File: src/rtl/pidl_pkg.sv
// ----------------------------------------------------------------------------
// pidl_pkg: shared types and constants for the positional insert/delete list
// Command, status and cell operation codes, and the default list size.
// ----------------------------------------------------------------------------
`default_nettype none

package pidl_pkg;

   localparam int CAPACITY_DEF = 64;
   localparam int DATA_W       = 32;
   localparam int CMD_W        = 2;
   localparam int INDEX_W      = 6;
   localparam int STATUS_W     = 2;
   localparam int COUNT_OUT_W  = 7;

   typedef enum logic [CMD_W-1:0] {
      CMD_LOAD   = 2'd0,
      CMD_READ   = 2'd1,
      CMD_INSERT = 2'd2,
      CMD_DELETE = 2'd3
   } cmd_type;

   typedef enum logic [STATUS_W-1:0] {
      STAT_OK    = 2'd0,
      STAT_RANGE = 2'd1,
      STAT_FULL  = 2'd2
   } status_type;

   // what every cell of the row does on a clock edge
   typedef enum logic [1:0] {
      CELL_HOLD       = 2'd0,
      CELL_WRITE      = 2'd1,
      CELL_SHIFT_UP   = 2'd2,
      CELL_SHIFT_DOWN = 2'd3
   } cell_op_type;

endpackage

`default_nettype wire

File: src/rtl/pidl_cell.sv
// ----------------------------------------------------------------------------
// pidl_cell: one element slot of the list
// Holds one element; writes the broadcast value or takes a neighbor's element
// depending on its own position against the broadcast bounds.
// ----------------------------------------------------------------------------
`default_nettype none

module pidl_cell #(
   parameter int CW  = 7,
   parameter int POS = 0
) (
   input  wire                                    clock,
   input  pidl_pkg::cell_op_type                  op,
   input  wire        [CW-1:0]                    pos,
   input  wire        [CW-1:0]                    lim,
   input  wire        [CW-1:0]                    rd_pos,
   input  wire signed [pidl_pkg::DATA_W-1:0]      value,
   input  wire signed [pidl_pkg::DATA_W-1:0]      left_data,
   input  wire signed [pidl_pkg::DATA_W-1:0]      right_data,
   output logic signed [pidl_pkg::DATA_W-1:0]     data_out,
   output logic signed [pidl_pkg::DATA_W-1:0]     sel_data
);

   localparam logic [CW-1:0] POS_V  = CW'(POS);
   localparam logic [CW-1:0] POS_NX = CW'(POS + 1);

   logic signed [pidl_pkg::DATA_W-1:0] elem_ff;
   logic signed [pidl_pkg::DATA_W-1:0] elem_in;

   always_comb begin
      elem_in = elem_ff;
      case (op)
         pidl_pkg::CELL_WRITE: begin
            if (POS_V == pos) elem_in = value;
         end
         pidl_pkg::CELL_SHIFT_UP: begin
            if (POS_V == pos) begin
               elem_in = value;
            end else if (POS_V > pos && POS_V <= lim) begin
               elem_in = left_data;
            end
         end
         pidl_pkg::CELL_SHIFT_DOWN: begin
            if (POS_V >= pos && POS_NX < lim) elem_in = right_data;
         end
         default: elem_in = elem_ff;
      endcase
   end

   always_ff @(posedge clock) begin
      elem_ff <= elem_in;
   end

   assign data_out = elem_ff;
   // only the addressed cell puts its element on the read-out or-tree
   assign sel_data = (POS_V == rd_pos) ? elem_ff : '0;

endmodule

`default_nettype wire

File: config.mk
export PLATFORM = sky130hd
export DESIGN_NAME = pidl_cell
export DESIGN_NICKNAME = d
export VERILOG_FILES = /design/src/rtl/pidl_pkg.sv /design/src/rtl/pidl_cell.sv
export SDC_FILE = /design/constraint.sdc
export NUM_CORES = 1
export LEC_CHECK = 0
export ABC_AREA = 1
export BUFFER_PORTS_ARGS = -buffer_cell sky130_fd_sc_hd__buf_2
export CORE_ASPECT_RATIO = 1.1
export CORE_UTILIZATION = 35
export CTS_CLUSTER_DIAMETER = 80
export DETAILED_ROUTE_END_ITERATION = 10
export GPL_ROUTABILITY_DRIVEN = 0
export PLACE_DENSITY_LB_ADDON = 0.3
export SYNTH_ARGS = -nofsm -noshare
export SYNTH_HDL_FRONTEND = slang
export SYNTH_SLANG_ARGS = --single-unit
File: constraint.sdc
create_clock -name clock -period 6 [get_ports clock]
set_clock_uncertainty 0.05 [all_clocks]
set_input_delay 0.6 -clock clock [delete_from_list [all_inputs] [get_ports clock]]
set_output_delay 0.6 -clock clock [all_outputs]
set_load 0.01 [all_outputs]
==> metrics.txt <==
share of post-route cells with drive strength above 1=32.72%; commonest cells after routing, fill and taps aside=buf_2, inv_1, nand2_1; post-CTS setup buffer count=0; VDD IR max=0.07627 mV; Vias=3202; CTS tree=yes; setup TNS=0 ns; core footprint=7473 µm²; final WL=8145 µm; GRT overflow=0; Crit Path Category=in -> reg; Required @ worst endpoint=5.92 ns; # setup viols final=0; IO Pins=184; Die W=85.82 µm; GR Util met2=37.07%; Root Driver=clkbuf_8; max reg flops=32; #FFs+latches synth=32; First DRT Iteration DRCs=162; Filler Cell Count=760; final setup margin=2.914 ns; first-pass GRT wire length=12520 µm; # H-tree levels=2; number of vias per cell=4.529; HP Class=in -> reg; Mapped Avg Cell Area=6.233 µm²; vias in the first global route=2774; Num CTS Buffers=5; Reg clk slew, reported paths=0.06 ns; Routed Antenna Nets=0; Max-Cap Viols=0; post_cts resized=0; worst-margin pin slew=1.045 ns; DRC=0; drt wl/cell=11.52 µm; met1 Use GR=22.90%; initial antenna violation count=0; clock buffer depth=2; hold_buf cts=0; drt pass-1 iters=4; most crowded layer after global routing=met2; critical path fanouts, max=33; area grow syn2layout=37.28%; YS warnings=0; most common cell after layout, fill and taps aside=buf_2; final net count=724; Synth Instances=434; Fin. Hold Viols=0; sequential share of the synthesized area=35.52%; Die ar.=8085 µm²; RSZ-0062 raised after global routing=no; kind of end point of the critical path=flip-flop; Startpoint Class=input port; PwrDens=138.1 nW/µm²; Clk pwr share=29.5%; Flop pwr share=48.9%; Initial Util=36.20%; dpl hpwl=5731 µm; fmax=324.0 MHz; headroom to the max-slew limit=30.15%; Global Route Usage Sum=19.94%; share of the synthesized area in the top cell type=35.52%; Int Power=374.6 µW; minimum clock period=3.086 ns; status=finished, final reports clean; cell area after synthesis=2705 µm²; Yosys top cell by area=edfxtp_1; Pleak=0.002209 µW; FP Rows=33; final slew viol count=0; Synth area leaders=edfxtp_1, inv_1, nand3_1, o21ai_0, nand2_1; dpl ws=2.615 ns; Data arrival, critical path=3.00 ns; crit share post-route=51.44%; Port Buf Inserts=182; largest net degree at the start of global routing=36; clk sinks=32; Synth cell types=14; Psw=138.2 µW; Comb pwr share=21.7%; WHS Path Cells=5; Chip Height=94.21 µm; met3 Resource Use GR=3.427%; switch share=26.95%; antenna diode count=0; Syn Nets=554
## critical path, stage by stage
cell and delay (ns):
buf_2 0.09, nor2_1 0.10, nand2_1 0.06, buf_4 0.23, inv_2 0.50, nand2_1 0.19, nor3b_4 0.80, buf_4 0.39
## kinds of logic (layout without fill, tap and decap cells)
group	count (synthesis)	in the layout	share of synthesized area, %
AOI/OAI and AO/OA	64	64	11.84
buffers and inverters	158	326	24.01
DFF	32	32	35.52
and+or+nand+nor	180	180	28.63
## worst paths after layout
path	from	slack, ns	to
setup / recovery	pos[3]	2.91	data_out[5]$_DFFE_PP_
hold / removal	right_data[14]	0.64	data_out[14]$_DFFE_PP_
## power by group through the flow
stage	clock network, µW	registers (µW)	logic [µW]
5_1_grt	163	251	128
3_3_place_gp	0	255	108
6_report	151	251	111
2_1_floorplan	0	256	60.6
4_1_cts	153	251	111
3_5_place_dp	0	255	111
## area by class of cell
type                    count  area, µm²  share of cell area [%]
multi-input cells         244       1101                   29.65
repair buffers            187      948.4                   25.54
clock buffers               5      68.82                   1.853
well taps                 105      131.4                   3.538
flip-flops and latches     32      960.9                   25.88
inverters                 134      503.0                   13.54
## routing by layer
metal	share of wire, %	vias to the layer above
met4	1.4	0
li1	-	1646
met1	41	1395
met3	6.4	9
met5	0	-
met2	51	152
## metrics by stage
step	instances	util, %	hold slack, ns	area, µm²	total power, µW
final	707	49.69	0.6353	3714	512.8
after global routing	707	49.69	0.6535	3714	540.8
after CTS	707	49.69	0.6270	3714	515.5
after detailed placement	702	48.77	0.9188	3645	366.6
after global placement	702	48.77	0.9164	3645	363.7
after floorplan	434	-	0.8218	2705	316.6
## Yosys cell counts, drive strengths merged
cell / n
buf: 12
nor2: 43
nor3b: 1
nand2: 69
nor3: 1
o21ai: 64
nand4: 1
clkbuf: 12
edfxtp: 32
inv: 134
nand3: 65
Note: power is estimated with default switching activity, not from simulation.
